`config.mk`:
```
export PLATFORM = sky130hd
export DESIGN_NAME = rc_vehicle_light_controller
export DESIGN_NICKNAME = d
export VERILOG_FILES = /design/src/rtl/core/rvl_pkg.sv /design/src/rtl/core/rc_vehicle_light_controller.sv /design/src/rtl/core/rvl_front.sv /design/src/rtl/core/rvl_queue.sv /design/src/rtl/core/rvl_back.sv
export SDC_FILE = /design/constraint.sdc
export NUM_CORES = 1
export LEC_CHECK = 0
export BUFFER_PORTS_ARGS = -buffer_cell sky130_fd_sc_hd__buf_2
export CORE_MARGIN = 3
export CORE_UTILIZATION = 45
export CTS_BUF_LIST = sky130_fd_sc_hd__clkbuf_8 sky130_fd_sc_hd__clkbuf_16
export CTS_CLUSTER_SIZE = 25
export DETAILED_ROUTE_END_ITERATION = 16
export PLACE_DENSITY = 0.71
export SLEW_MARGIN = 0
export SYNTH_ARGS = -nofsm -noshare
export SYNTH_HDL_FRONTEND = slang
export SYNTH_SLANG_ARGS = --single-unit
```
`constraint.sdc`:
```
create_clock -name clk -period 8.7 [get_ports clk]
set_clock_uncertainty 0.1 [all_clocks]
set_input_delay 1.305 -clock clk [delete_from_list [all_inputs] [get_ports clk]]
set_output_delay 1.305 -clock clk [all_outputs]
set_load 0.02 [all_outputs]
```
`src/rtl/core/rvl_pkg.sv`:
```
// ----------------------------------------------------------------------------
// rvl_pkg
// shared types, register indexes and reset values of the vehicle lamp block
// ----------------------------------------------------------------------------
package rvl_pkg;

    localparam int WIDTH_W   = 16;
    localparam int TIME_W    = 32;
    localparam int CFG_IDX_W = 3;
    localparam int Q_DEPTH   = 2;
    localparam int Q_PTR_W   = 1;
    localparam int Q_CNT_W   = 2;

    localparam logic [CFG_IDX_W-1:0] REG_STEER_CENTRE    = 3'd0;
    localparam logic [CFG_IDX_W-1:0] REG_STEER_DEAD_ZONE = 3'd1;
    localparam logic [CFG_IDX_W-1:0] REG_THR_CENTRE      = 3'd2;
    localparam logic [CFG_IDX_W-1:0] REG_THR_DEAD_ZONE   = 3'd3;
    localparam logic [CFG_IDX_W-1:0] REG_BLINK_INTERVAL  = 3'd4;
    localparam logic [CFG_IDX_W-1:0] REG_BRAKE_HOLD      = 3'd5;

    localparam logic [WIDTH_W-1:0] RST_STEER_CENTRE    = 16'd1505;
    localparam logic [WIDTH_W-1:0] RST_STEER_DEAD_ZONE = 16'd30;
    localparam logic [WIDTH_W-1:0] RST_THR_CENTRE      = 16'd1493;
    localparam logic [WIDTH_W-1:0] RST_THR_DEAD_ZONE   = 16'd8;
    localparam logic [WIDTH_W-1:0] RST_BLINK_INTERVAL  = 16'd500;
    localparam logic [WIDTH_W-1:0] RST_BRAKE_HOLD      = 16'd250;

    typedef enum logic [1:0] {
        CLS_CENTRE = 2'd0,
        CLS_LEFT   = 2'd1,
        CLS_RIGHT  = 2'd2
    } cls_t;

    typedef struct packed {
        logic [WIDTH_W-1:0] steer_centre;
        logic [WIDTH_W-1:0] steer_dead_zone;
        logic [WIDTH_W-1:0] throttle_centre;
        logic [WIDTH_W-1:0] throttle_dead_zone;
        logic [WIDTH_W-1:0] blink_interval_ms;
        logic [WIDTH_W-1:0] brake_hold_ms;
    } cfg_t;

    typedef struct packed {
        cls_t              cls;
        logic              rev;
        logic              thr_drop;
        logic              thr_rise;
        logic              above_fwd;
        logic [TIME_W-1:0] now_ms;
    } item_t;

endpackage

```
`src/rtl/core/rc_vehicle_light_controller.sv`:
```
// ----------------------------------------------------------------------------
// rc_vehicle_light_controller
// turn, brake and reverse lamp control from steering and throttle samples
// ----------------------------------------------------------------------------
// Accepts one sample per clock while the queue has room and returns one lamp
// result per sample, in order. A sample is classified on the cycle it is
// taken in, waits in a two-entry queue, and its lamp result is then written
// into the output register, which raises out_valid; while the output side
// stalls, samples wait in the queue. The queue and the output register keep
// the rate at one sample per cycle while the output side takes results.
// Configuration writes are accepted on every cycle and must only be issued
// while no sample is in flight.
module rc_vehicle_light_controller (
    input  logic                           clk,
    input  logic                           rst_n,
    input  logic                           cfg_valid,
    output logic                           cfg_ready,
    input  logic [rvl_pkg::CFG_IDX_W-1:0]  cfg_index,
    input  logic [rvl_pkg::WIDTH_W-1:0]    cfg_data,
    input  logic                           in_valid,
    output logic                           in_ready,
    input  logic [rvl_pkg::WIDTH_W-1:0]    steer_width,
    input  logic [rvl_pkg::WIDTH_W-1:0]    throttle_width,
    input  logic [rvl_pkg::TIME_W-1:0]     now_ms,
    output logic                           out_valid,
    input  logic                           out_ready,
    output logic                           left_lamp,
    output logic                           right_lamp,
    output logic                           brake_lamp,
    output logic                           reverse_lamp
);
    import rvl_pkg::*;

    cfg_t  cfg_reg;
    cfg_t  cfg_next;
    logic  push_valid;
    logic  push_ready;
    item_t push_item;
    logic  pop_valid;
    logic  pop_ready;
    item_t pop_item;

    assign cfg_ready = 1'b1;

    always_comb
    begin
        cfg_next = cfg_reg;
        if (cfg_valid)
        begin
            case (cfg_index)
                REG_STEER_CENTRE:    cfg_next.steer_centre       = cfg_data;
                REG_STEER_DEAD_ZONE: cfg_next.steer_dead_zone    = cfg_data;
                REG_THR_CENTRE:      cfg_next.throttle_centre    = cfg_data;
                REG_THR_DEAD_ZONE:   cfg_next.throttle_dead_zone = cfg_data;
                REG_BLINK_INTERVAL:  cfg_next.blink_interval_ms  = cfg_data;
                REG_BRAKE_HOLD:      cfg_next.brake_hold_ms      = cfg_data;
                default:             cfg_next = cfg_reg;
            endcase
        end
    end

    always_ff @(posedge clk or negedge rst_n)
    begin
        if (!rst_n)
        begin
            cfg_reg.steer_centre       <= RST_STEER_CENTRE;
            cfg_reg.steer_dead_zone    <= RST_STEER_DEAD_ZONE;
            cfg_reg.throttle_centre    <= RST_THR_CENTRE;
            cfg_reg.throttle_dead_zone <= RST_THR_DEAD_ZONE;
            cfg_reg.blink_interval_ms  <= RST_BLINK_INTERVAL;
            cfg_reg.brake_hold_ms      <= RST_BRAKE_HOLD;
        end
        else
        begin
            cfg_reg <= cfg_next;
        end
    end

    rvl_front u_front (
        .clk            (clk),
        .rst_n          (rst_n),
        .cfg            (cfg_reg),
        .in_valid       (in_valid),
        .in_ready       (in_ready),
        .steer_width    (steer_width),
        .throttle_width (throttle_width),
        .now_ms         (now_ms),
        .push_valid     (push_valid),
        .push_ready     (push_ready),
        .push_item      (push_item)
    );

    rvl_queue u_queue (
        .clk        (clk),
        .rst_n      (rst_n),
        .push_valid (push_valid),
        .push_ready (push_ready),
        .push_item  (push_item),
        .pop_valid  (pop_valid),
        .pop_ready  (pop_ready),
        .pop_item   (pop_item)
    );

    rvl_back u_back (
        .clk          (clk),
        .rst_n        (rst_n),
        .cfg          (cfg_reg),
        .pop_valid    (pop_valid),
        .pop_ready    (pop_ready),
        .pop_item     (pop_item),
        .out_valid    (out_valid),
        .out_ready    (out_ready),
        .left_lamp    (left_lamp),
        .right_lamp   (right_lamp),
        .brake_lamp   (brake_lamp),
        .reverse_lamp (reverse_lamp)
    );

endmodule

```
`src/rtl/core/rvl_front.sv`:
```
// ----------------------------------------------------------------------------
// rvl_front
// classifies each sample and tracks the previous throttle width
// ----------------------------------------------------------------------------
module rvl_front (
    input  logic                         clk,
    input  logic                         rst_n,
    input  rvl_pkg::cfg_t                cfg,
    input  logic                         in_valid,
    output logic                         in_ready,
    input  logic [rvl_pkg::WIDTH_W-1:0]  steer_width,
    input  logic [rvl_pkg::WIDTH_W-1:0]  throttle_width,
    input  logic [rvl_pkg::TIME_W-1:0]   now_ms,
    output logic                         push_valid,
    input  logic                         push_ready,
    output rvl_pkg::item_t               push_item
);
    import rvl_pkg::*;

    logic [WIDTH_W-1:0] prev_thr_reg;
    logic [WIDTH_W-1:0] prev_thr_next;
    logic [WIDTH_W-1:0] s_eff;
    logic [WIDTH_W-1:0] c_eff;
    logic [WIDTH_W:0]   s_hi;
    logic [WIDTH_W:0]   s_plus;
    logic [WIDTH_W:0]   t_hi;
    logic [WIDTH_W:0]   c_plus;
    logic [WIDTH_W:0]   p_plus;
    logic               push;

    assign in_ready   = push_ready;
    assign push_valid = in_valid;
    assign push       = in_valid && push_ready;

    always_comb
    begin
        s_eff  = (steer_width == '0) ? cfg.steer_centre : steer_width;
        c_eff  = (throttle_width == '0) ? cfg.throttle_centre : throttle_width;
        s_hi   = {1'b0, cfg.steer_centre} + {1'b0, cfg.steer_dead_zone};
        s_plus = {1'b0, s_eff} + {1'b0, cfg.steer_dead_zone};
        t_hi   = {1'b0, cfg.throttle_centre} + {1'b0, cfg.throttle_dead_zone};
        c_plus = {1'b0, c_eff} + {1'b0, cfg.throttle_dead_zone};
        p_plus = {1'b0, prev_thr_reg} + {1'b0, cfg.throttle_dead_zone};

        if ({1'b0, s_eff} > s_hi)
        begin
            push_item.cls = CLS_RIGHT;
        end
        else if (s_plus < {1'b0, cfg.steer_centre})
        begin
            push_item.cls = CLS_LEFT;
        end
        else
        begin
            push_item.cls = CLS_CENTRE;
        end

        push_item.rev       = (c_plus < {1'b0, cfg.throttle_centre});
        push_item.thr_drop  = (c_plus < {1'b0, prev_thr_reg});
        push_item.thr_rise  = ({1'b0, c_eff} > p_plus);
        push_item.above_fwd = ({1'b0, c_eff} > t_hi);
        push_item.now_ms    = now_ms;

        prev_thr_next = push ? c_eff : prev_thr_reg;
    end

    always_ff @(posedge clk or negedge rst_n)
    begin
        if (!rst_n)
        begin
            prev_thr_reg <= RST_THR_CENTRE;
        end
        else
        begin
            prev_thr_reg <= prev_thr_next;
        end
    end

endmodule

```
`src/rtl/core/rvl_queue.sv`:
```
// ----------------------------------------------------------------------------
// rvl_queue
// two-entry queue between classification and lamp update
// ----------------------------------------------------------------------------
module rvl_queue (
    input  logic           clk,
    input  logic           rst_n,
    input  logic           push_valid,
    output logic           push_ready,
    input  rvl_pkg::item_t push_item,
    output logic           pop_valid,
    input  logic           pop_ready,
    output rvl_pkg::item_t pop_item
);
    import rvl_pkg::*;

    item_t              mem_reg [Q_DEPTH];
    logic [Q_PTR_W-1:0] wr_ptr_reg;
    logic [Q_PTR_W-1:0] wr_ptr_next;
    logic [Q_PTR_W-1:0] rd_ptr_reg;
    logic [Q_PTR_W-1:0] rd_ptr_next;
    logic [Q_CNT_W-1:0] count_reg;
    logic [Q_CNT_W-1:0] count_next;
    logic               push;
    logic               pop;

    assign push_ready = (count_reg != Q_CNT_W'(Q_DEPTH));
    assign pop_valid  = (count_reg != '0);
    assign pop_item   = mem_reg[rd_ptr_reg];
    assign push       = push_valid && push_ready;
    assign pop        = pop_valid && pop_ready;

    always_comb
    begin
        wr_ptr_next = push ? wr_ptr_reg + 1'b1 : wr_ptr_reg;
        rd_ptr_next = pop ? rd_ptr_reg + 1'b1 : rd_ptr_reg;
        count_next  = count_reg;
        if (push && !pop)
        begin
            count_next = count_reg + 1'b1;
        end
        else if (pop && !push)
        begin
            count_next = count_reg - 1'b1;
        end
    end

    always_ff @(posedge clk or negedge rst_n)
    begin
        if (!rst_n)
        begin
            wr_ptr_reg <= '0;
            rd_ptr_reg <= '0;
            count_reg  <= '0;
        end
        else
        begin
            wr_ptr_reg <= wr_ptr_next;
            rd_ptr_reg <= rd_ptr_next;
            count_reg  <= count_next;
        end
    end

    always_ff @(posedge clk)
    begin
        if (push)
        begin
            mem_reg[wr_ptr_reg] <= push_item;
        end
    end

    a_count_bound: assert property (@(posedge clk) disable iff (!rst_n)
        count_reg <= Q_CNT_W'(Q_DEPTH))
        else $error("queue count beyond depth");

    a_ptr_gap: assert property (@(posedge clk) disable iff (!rst_n)
        (count_reg == '0 || count_reg == Q_CNT_W'(Q_DEPTH)) |-> (wr_ptr_reg == rd_ptr_reg))
        else $error("queue pointers disagree with count");

endmodule

```
`src/rtl/core/rvl_back.sv`:
```
// ----------------------------------------------------------------------------
// rvl_back
// turn signal blinking, brake hold and the lamp output register
// ----------------------------------------------------------------------------
module rvl_back (
    input  logic                 clk,
    input  logic                 rst_n,
    input  rvl_pkg::cfg_t        cfg,
    input  logic                 pop_valid,
    output logic                 pop_ready,
    input  rvl_pkg::item_t       pop_item,
    output logic                 out_valid,
    input  logic                 out_ready,
    output logic                 left_lamp,
    output logic                 right_lamp,
    output logic                 brake_lamp,
    output logic                 reverse_lamp
);
    import rvl_pkg::*;

    cls_t              prev_cls_reg;
    cls_t              prev_cls_next;
    logic              lphase_reg;
    logic              lphase_next;
    logic              rphase_reg;
    logic              rphase_next;
    logic [TIME_W-1:0] blink_start_reg;
    logic [TIME_W-1:0] blink_start_next;
    logic              brake_active_reg;
    logic              brake_active_next;
    logic              brake_started_reg;
    logic              brake_started_next;
    logic [TIME_W-1:0] brake_start_reg;
    logic [TIME_W-1:0] brake_start_next;
    logic              out_valid_reg;
    logic              out_valid_next;
    logic              left_reg;
    logic              right_reg;
    logic              brake_reg;
    logic              rev_reg;
    logic              left_next;
    logic              right_next;
    logic              brake_next;
    logic [TIME_W-1:0] blink_age;
    logic [TIME_W-1:0] brake_age;
    logic              pop;

    assign pop_ready    = !out_valid_reg || out_ready;
    assign pop          = pop_valid && pop_ready;
    assign out_valid    = out_valid_reg;
    assign left_lamp    = left_reg;
    assign right_lamp   = right_reg;
    assign brake_lamp   = brake_reg;
    assign reverse_lamp = rev_reg;

    // blink state
    always_comb
    begin
        prev_cls_next    = prev_cls_reg;
        lphase_next      = lphase_reg;
        rphase_next      = rphase_reg;
        blink_start_next = blink_start_reg;
        blink_age        = pop_item.now_ms - blink_start_reg;
        if (pop)
        begin
            if (pop_item.cls == CLS_CENTRE)
            begin
                prev_cls_next = CLS_CENTRE;
            end
            else if (prev_cls_reg != pop_item.cls)
            begin
                if (pop_item.cls == CLS_LEFT)
                begin
                    lphase_next = 1'b1;
                end
                else
                begin
                    rphase_next = 1'b1;
                end
                blink_start_next = pop_item.now_ms;
                prev_cls_next    = pop_item.cls;
            end
            else if (blink_age > {{(TIME_W-WIDTH_W){1'b0}}, cfg.blink_interval_ms})
            begin
                if (pop_item.cls == CLS_LEFT)
                begin
                    lphase_next = !lphase_reg;
                end
                else
                begin
                    rphase_next = !rphase_reg;
                end
                blink_start_next = pop_item.now_ms;
            end
        end
        left_next  = (pop_item.cls == CLS_LEFT) && lphase_next;
        right_next = (pop_item.cls == CLS_RIGHT) && rphase_next;
    end

    // brake state
    always_comb
    begin
        brake_active_next  = brake_active_reg;
        brake_started_next = brake_started_reg;
        brake_start_next   = brake_start_reg;
        if (pop)
        begin
            if (pop_item.thr_drop)
            begin
                if (pop_item.above_fwd)
                begin
                    brake_active_next  = 1'b1;
                    brake_started_next = 1'b1;
                    brake_start_next   = pop_item.now_ms;
                end
                else
                begin
                    brake_active_next = 1'b0;
                end
            end
            else if (pop_item.thr_rise)
            begin
                if (pop_item.rev)
                begin
                    brake_active_next  = 1'b1;
                    brake_started_next = 1'b1;
                    brake_start_next   = pop_item.now_ms;
                end
            end
            else
            begin
                brake_active_next = 1'b0;
            end
        end
        brake_age  = pop_item.now_ms - brake_start_next;
        brake_next = brake_active_next || (brake_started_next &&
                     (brake_age < {{(TIME_W-WIDTH_W){1'b0}}, cfg.brake_hold_ms}));
    end

    always_comb
    begin
        out_valid_next = out_valid_reg;
        if (pop)
        begin
            out_valid_next = 1'b1;
        end
        else if (out_ready)
        begin
            out_valid_next = 1'b0;
        end
    end

    always_ff @(posedge clk or negedge rst_n)
    begin
        if (!rst_n)
        begin
            prev_cls_reg      <= CLS_CENTRE;
            lphase_reg        <= 1'b0;
            rphase_reg        <= 1'b0;
            blink_start_reg   <= '0;
            brake_active_reg  <= 1'b0;
            brake_started_reg <= 1'b0;
            brake_start_reg   <= '0;
            out_valid_reg     <= 1'b0;
        end
        else
        begin
            prev_cls_reg      <= prev_cls_next;
            lphase_reg        <= lphase_next;
            rphase_reg        <= rphase_next;
            blink_start_reg   <= blink_start_next;
            brake_active_reg  <= brake_active_next;
            brake_started_reg <= brake_started_next;
            brake_start_reg   <= brake_start_next;
            out_valid_reg     <= out_valid_next;
        end
    end

    always_ff @(posedge clk)
    begin
        if (pop)
        begin
            left_reg  <= left_next;
            right_reg <= right_next;
            brake_reg <= brake_next;
            rev_reg   <= pop_item.rev;
        end
    end

    a_one_turn_lamp: assert property (@(posedge clk) disable iff (!rst_n)
        out_valid_reg |-> !(left_reg && right_reg))
        else $error("both turn lamps lit");

    a_active_started: assert property (@(posedge clk) disable iff (!rst_n)
        brake_active_reg |-> brake_started_reg)
        else $error("brake active without a brake event");

endmodule
```
==> qor.yml <==
clock_tree:
  cts_num_sinks: 267
  post_cts_resized: 0
  cts_root_buf: "clkbuf_16"
  clkLatencyLatePin_ns: 0.58
  cts_tree: "done"
  clk_pin_slew_ns: 0.06
  post_cts_buffers: 0
  cts_buffer_depth: 3
  cts-hold-fix-buffers: 0
  numCtsBuffers: 30
  h-tree-depth: 1
synth:
  postSynthCellCount: 2171
  synth_edf_count: 80
  avgSynthCellArea_sq_um: 9.36
  synth_area_leaders: "dfrtp_1, ha_1, edfxtp_1"
  synth_flop_cell: "dfrtp_1"
  synth.top_cell.area_share: 0.185
  synth_area_leader_cell: "dfrtp_1"
  ys_seq_area_frac: 0.351
  yosysWarnings: 0
  syn-num-nets: 2537
  synth_cell_types: 86
  synth_area_sq_um: 20300
  synthTopCellsByCount: "ha_1, inv_1, nand2_1"
  synthArstFlopShare: 0.700
  synth.most_common_cell: "ha_1"
  synth-seq-cells: 267
placed_design:
  place_congestion: 0.895
  pre_cts_ws_ns: 1.62
  post_dp_cell_area_sq_um: 21400
  post-dp-hpwl_um: 40200
  port_buffers: 93
grt:
  grt_pass1_wl_um: 84000
  grt_max_degree: 90
  antenna_found_initial: 1
  grt.total_usage: 0.216
  grt_pass1_vias: 16336
  grt_overflow: 0
sta:
  min_period_ns: 6.73
  fin_crit_sh: 0.773
  hold_viol: 0
  fin_tns_setup_ns: 0
  timing.fmax_mhz: 149
  fin_ws_ns: 1.97
  slew_headroom: 0.232
  tightest_slew_ns: 1.15
  hold_slack_ns: 0.365
  slew_viol_final: 0
  setup_viol: 0
  rsz0062_at_grt: "false"
drt:
  num_vias: 16120
  vias_per_cell: 5.63
  drtIter0Drc: 973
  drt_wl_total_um: 51500
  postRouteAntennaNets: 0
  drc_errors: 0
  wl_per_cell_um: 18.0
  firstDrtPassIters: 5
die:
  rows: 77
  die_area_sq_um: 47700
  dieWidth_um: 218
  ios: 95
  start_util: 0.457
  core_region_area_sq_um: 44400
  die_y_um: 218
finish:
  fillers: 4160
  area_growth_pct: 9.84
  drive_above_1_share: 0.135
  largest_register_ffs: 96
  fin_area_sq_um: 22300
  finalNetCount: 2611
critical_path:
  worstPathCellList: "buf_4 -> mux2i_1 -> inv_1 -> ha_1 -> nand2_1 -> a21oi_1 -> o21ai_1 -> a21oi_1 -> o21a_1 -> xor2_1 -> ha_1 -> a211oi_1 -> o22ai_1 -> a211o_1 -> o22ai_1 -> nand4_1 -> a2111o_1 -> nor4_2 -> nand4_1 -> nand2_2 -> mux2_1"
  critPathKind: "flip-flop to flip-flop"
  slowest_stage: "nand2_2"
  crit_path_max_incr_delay_ns: 0.86
  cp.arrival_ns: 7.07
  worstSetupEndpointType: "flip-flop"
  crit_required_ns: 9.04
  start_kind: "flip-flop"
  path_max_fanout: 35
run:
  cap_violations: 0
pwr:
  power.density_nw_per_um2: 426
  power.leakage_nw: 10.4
  pwr-share-seq: 0.209
  swShare: 0.472
  combPwrFrac: 0.663
  power_switching_mw: 4.49
  clkPwrFrac: 0.128
  cell_internal_pwr_mw: 5.02
  vdd_drop_max_mv: 0.223
outcome:
  status: "finished clean"
hold_path:
  holdCritPathClass: "flip-flop to flip-flop"
[routing by layer]
metal	GRT usage	vias up	share of wire	routed length, um
li1	-	7962	-	-
met1	0.279	7752	0.44	22800
met2	0.383	323	0.49	25300
met3	0.0250	83	0.038	1970
met4	0.0570	0	0.028	1460
met5	0	-	0	0
[worst max-delay path, delay by kind of cell, from the launching register on]
family | cells | cell delay, ns
mux | 2 | 0.75
simple gates | 5 | 1.50
flops | 1 | 0.56
buf+inv | 2 | 0.71
xor+xnor | 1 | 0.17
fa+ha+maj | 2 | 0.66
compound gates | 9 | 2.12
[placed cells by master, fill, tap and decap left out, types with 38 or more instances in the layout]
cell / n
a21oi_1: 133
ha_1: 271
inv_1: 232
mux2i_1: 38
nand2_1: 176
a21o_1: 76
nand2b_1: 38
xnor2_1: 72
mux2_2: 52
o21a_1: 53
dfrtp_1: 149
edfxtp_1: 80
buf_2: 92
nor3_1: 63
o21ai_0: 159
nor2_1: 92
[metrics by stage]
step / instances / util / power [mW]
2_1_floorplan: 2171 / - / 6.76
3_3_place_gp: 2805 / 0.481 / 8.04
3_5_place_dp: 2805 / 0.481 / 8.22
4_1_cts: 2861 / 0.502 / 9.50
5_1_grt: 2861 / 0.502 / 10.4
6_report: 2862 / 0.502 / 9.51
[path summary, 6_finish.rpt]
check / start / end / slack [ns] / depth (start not counted)
setup / recovery: u_queue.rd_ptr_reg$_DFFE_PN0N_ / u_back.rphase_reg$_DFF_PN0_ / 1.97 / 21
hold / removal: u_back.brake_started_reg$_DFF_PN0_ / u_back.brake_started_reg$_DFF_PN0_ / 0.37 / 1
setup reg to reg: u_queue.rd_ptr_reg$_DFFE_PN0N_ / u_back.rphase_reg$_DFF_PN0_ / 1.97 / 21
hold reg to reg: u_back.brake_started_reg$_DFF_PN0_ / u_back.brake_started_reg$_DFF_PN0_ / 0.37 / 1
max in group asynchronous: rst_n / u_back.brake_start_reg[5]$_DFF_PN0_ / 6.49 / 2
min in group asynchronous: rst_n / u_back.blink_start_reg[26]$_DFFE_PN0P_ / 0.73 / 1
[final cells by class]
type                            count  area (sq um)  area share
Antenna cell                        1          2.50    0.000112
Clock inverter                     26           195     0.00875
Clock buffer                       30           751      0.0336
Sequential cell                   267          7130       0.320
Timing Repair Buffer              104           557      0.0250
Multi-Input combinational cell   1615         12100       0.542
Inverter                          227           852      0.0382
Tap cell                          592           741      0.0332
[power groups by stage]
stage	logic, mW	clock network (mW)	registers (mW)
CTS	6.27	1.24	1.99
finish	6.31	1.22	1.99
floorplan	4.83	0	1.92
global placement	6.03	0	2.00
global route	7.11	1.29	2.03
detailed placement	6.21	0	2.01
[cell families (layout without fill, tap and decap cells)]
group           count (synthesis)  in the layout  synth area share
fa+ha+maj                     278            278             0.174
xor+xnor                      109            109            0.0470
other cells                     1              2          0.000185
buf+inv                       289            387            0.0568
compound gates                594            594             0.192
simple gates                  542            542             0.131
mux                            91             91            0.0481
flops                         267            267             0.351
Note: power is estimated with default switching activity, not from simulation.
